<file path="src/xde_fifo.sv">
// xde_fifo: small register queue with push/full and pop/empty sides
// no package dependencies
module xde_fifo #(
  parameter int W     = 8,
  parameter int DEPTH = 4
) (
  input  logic         clk,
  input  logic         rst,
  input  logic         push,
  input  logic [W-1:0] din,
  output logic         full,
  input  logic         pop,
  output logic [W-1:0] dout,
  output logic         empty
);

  localparam int PW = (DEPTH > 1) ? $clog2(DEPTH) : 1;
  localparam int CW = $clog2(DEPTH + 1);

  logic [W-1:0]  mem [DEPTH];
  logic [PW-1:0] wp;
  logic [PW-1:0] rp;
  logic [CW-1:0] count;
  logic          do_push;
  logic          do_pop;

  assign full    = (count == CW'(DEPTH));
  assign empty   = (count == '0);
  assign dout    = mem[rp];
  assign do_push = push && !full;
  assign do_pop  = pop && !empty;

  always_ff @(posedge clk) begin
    if (do_push) begin
      mem[wp] <= din;
    end
  end

  always_ff @(posedge clk) begin
    if (rst) begin
      wp    <= '0;
      rp    <= '0;
      count <= '0;
    end else begin
      if (do_push) begin
        wp <= (wp == PW'(DEPTH - 1)) ? '0 : wp + 1'b1;
      end
      if (do_pop) begin
        rp <= (rp == PW'(DEPTH - 1)) ? '0 : rp + 1'b1;
      end
      if (do_push && !do_pop) begin
        count <= count + 1'b1;
      end else if (do_pop && !do_push) begin
        count <= count - 1'b1;
      end
    end
  end

endmodule

</file>
<file path="config.mk">
export PLATFORM = sky130hd
export DESIGN_NAME = xde_fifo
export DESIGN_NICKNAME = d
export VERILOG_FILES = /design/src/xde_fifo.sv
export SDC_FILE = /design/constraint.sdc
export NUM_CORES = 1
export LEC_CHECK = 0
export CORE_ASPECT_RATIO = 1.75
export CORE_MARGIN = 2
export CORE_UTILIZATION = 27
export DETAILED_ROUTE_END_ITERATION = 10
export DONT_BUFFER_PORTS = 1
export HOLD_SLACK_MARGIN = 0.08
export SLEW_MARGIN = 20
export SYNTH_ARGS = -nofsm -noshare
export SYNTH_HDL_FRONTEND = slang
export SYNTH_SLANG_ARGS = --single-unit
</file>
<file path="constraint.sdc">
create_clock -name clk -period 1.99 [get_ports clk]
set_input_delay 0.199 -clock clk [delete_from_list [all_inputs] [get_ports clk]]
set_output_delay 0.199 -clock clk [all_outputs]
set_load 0.005 [all_outputs]
</file>
==> impl_metrics.json <==
{
  "p_seq_share_pct": 46.3,
  "io_pins": 22,
  "tritoncts": "done",
  "min_path_type": "in -> reg",
  "critical_path.max_fanout": 5,
  "syn_area_sq_um": 1650,
  "layout-drive-gt1-share_pct": 36.0,
  "vias": 826,
  "drt_iter0_markers": 17,
  "power_frac_comb_pct": 25.4,
  "num_antenna_cells": 0,
  "vias_per_cell": 4.30,
  "syn_nets": 111,
  "dp_cells": 173,
  "criticalPathCategory": "reg -> reg",
  "core_area_sq_um": 5880,
  "cp_slowest_cell": "fa_2",
  "ys_ff_latch": 41,
  "fin_crit_sh_pct": 102,
  "p_clk_share_pct": 28.3,
  "synth-edff-count": 32,
  "relSlewSlack_pct": 73.3,
  "clockBufferDepth": 2,
  "cp_top_family": "simple AND/OR/NAND/NOR gates",
  "fp.dieH_um": 107,
  "detail-route-antenna-nets": 0,
  "nets": 132,
  "switchingPower_uw": 643,
  "yosysMostFrequentCell": "edfxtp_1",
  "p_int_uw": 1790,
  "worstPathCellList": "or3b_4, clkinv_4, nor2_4, ha_4, inv_2, fa_2, xor2_1, or3_4, a21oi_2",
  "stdcell_count": 192,
  "grt_max_degree": 14,
  "initial_core_util_pct": 28.0,
  "clkLatencyLatePin_ps": 290,
  "die_w_um": 63.0,
  "final_area_sq_um": 2050,
  "dpl.hpwl_mm": 2.06,
  "violations": "negative setup slack",
  "drc": 0,
  "dp_slack_ps": -77.6,
  "power.density_nw_per_um2": 1190,
  "cts.sinks": 41,
  "routed_wirelength_mm": 2.88,
  "wl_per_cell_um": 15.0,
  "cp_data_required_time_ps": 2210,
  "synth-async-reset-ratio_pct": 0,
  "period_minus_slack_ps": 2020,
  "antenna_found_initial": 0,
  "syn_to_final_growth_pct": 24.4,
  "finalClockSkew_ps": 6.88,
  "die-area_sq_um": 6760,
  "placed_cell_area_sq_um": 1800,
  "h-tree-depth": 2,
  "routabilityCongestion": 0.673,
  "reg2reg_slack_ps": -30,
  "slew_viol_final": 0,
  "critPathCaptureType": "flip-flop",
  "p_leak_uw": 0.000707,
  "clock.fmax_ghz": 0.494,
  "yosys.area.top_type": "edfxtp_1",
  "cp_num_buf_inv": 2,
  "rsz0062_at_grt": "yes",
  "rows": 37,
  "setup_viol": 1,
  "cap_violations": 0,
  "synthDistinctLibCells": 26,
  "avgSynthCellArea_sq_um": 17.9,
  "synth_warnings": 0,
  "grt_pass1_vias": 955,
  "synth_ff_type": "edfxtp_1",
  "cp.arrival_ps": 2240,
  "track_usage_pct": 9.39,
  "synthTopCellsByCount": "edfxtp_1, dfxtp_1, mux4_2",
  "cp-start-kind": "flip-flop",
  "hold_viol": 0,
  "setup_ws_ps": -33.2,
  "netlist_instances": 92,
  "path_clk_slew_ps": 70,
  "tightest_slew_ps": 400,
  "synthDominantCellAreaShare_pct": 58.4,
  "drtPass1Iterations": 4,
  "finalSetupTns_ps": -33.2,
  "seq_area_frac_synth_pct": 69.4,
  "io_buffers": 0,
  "cp_slowest_stage_delay_ps": 350,
  "switching_share_pct": 26.4,
  "synthTopCellsByArea": "edfxtp_1, dfxtp_1, mux4_2",
  "cts_buffers": 5,
  "outcome": "finished, violations left",
  "overflow": 0,
  "root_buffer": "clkbuf_8",
  "ir_worst_vdd_v": 0.000875,
  "grt_first_pass_wirelength_mm": 4.73
}
[layout by cell type (no fill, tap or decap), types with 2 or more instances in the layout]
cell / netlist / layout
a21oi_1: 3 / 2
and3_2: 4 / 4
buf_4: 0 / 8
clkbuf_8: 0 / 6
dfxtp_1: 9 / 6
dfxtp_4: 0 / 2
dlygate4sd3_1: 0 / 10
edfxtp_1: 32 / 32
ha_1: 6 / 5
inv_1: 4 / 3
mux2i_1: 2 / 2
mux4_2: 8 / 8
nand3_1: 2 / 2
nor2_1: 3 / 3
nor3_1: 2 / 2
xor2_1: 2 / 2
[routing by layer]
metal	share of wire, %	routed length (um)	global-route usage (%)
met5	0	0	0
met4	2.4	70	5.24
met3	5.7	165	3.24
met2	58	1660	17.6
met1	34	985	8.63
[power by group through the flow]
stage	sequential, uW	combinational (uW)	clock [uW]
after global routing	1140	685	733
after CTS	1130	628	700
after detailed placement	1150	568	0
after global placement	1140	536	0
final	1130	619	687
after floorplan	1130	427	0
[per-stage QoR]
stage	hold WS [ps]	total power, uW	util [%]
finish	121	2430	34.8
global route	129	2560	34.8
CTS	120	2460	34.8
detailed placement	268	1720	30.7
global placement	263	1670	30.7
floorplan	298	1550	-
[flip-flops by register name (all words and copies together), names as in the netlist, named ones only]
name   count
wp         2
rp         2
count      3
mem       32
[cell families after synthesis]
kind of cell | after synthesis | synth area share, %
DFF | 41 | 69.4
muxes | 10 | 12.2
and+or+nand+nor | 16 | 5.70
xor gates and xnor gates | 2 | 1.06
AOI/OAI and AO/OA | 7 | 3.04
buffers and inverters | 9 | 2.89
adders and majority gates | 7 | 5.78
[worst min-delay path, cell delays in order]
cell     delay, ps
nor3_1          20
nand3_1         80
o31ai_2         60
[area by class of cell]
cell class,count,area (sq um)
sequential,41,1150
fill,581,3830
inverter,5,23.8
timing repair buffer,18,160
multi-input combinational,42,495
tap,78,97.6
clock inverter,2,37.5
clock buffer,6,82.6
[worst paths after layout]
check,startpoint,to,depth (start not counted)
worst max-delay path,count[2],count[2],9
worst min-delay path,rst,wp[0],3
worst max register to register,count[2],count[2],9
worst min register to register,wp[1],wp[1],2
[timing repair]
item | in CTS | in global routing
hold buffers | 10 | 0
setup endpoints to repair | 1 | 1
setup buffers | 1 | 0
cloned | 0 | 0
pin swaps | 1 | 0
gates resized for setup | 3 | 0
hold endpoints to repair | 41 | 0
Power figures use the tool's default switching activity.
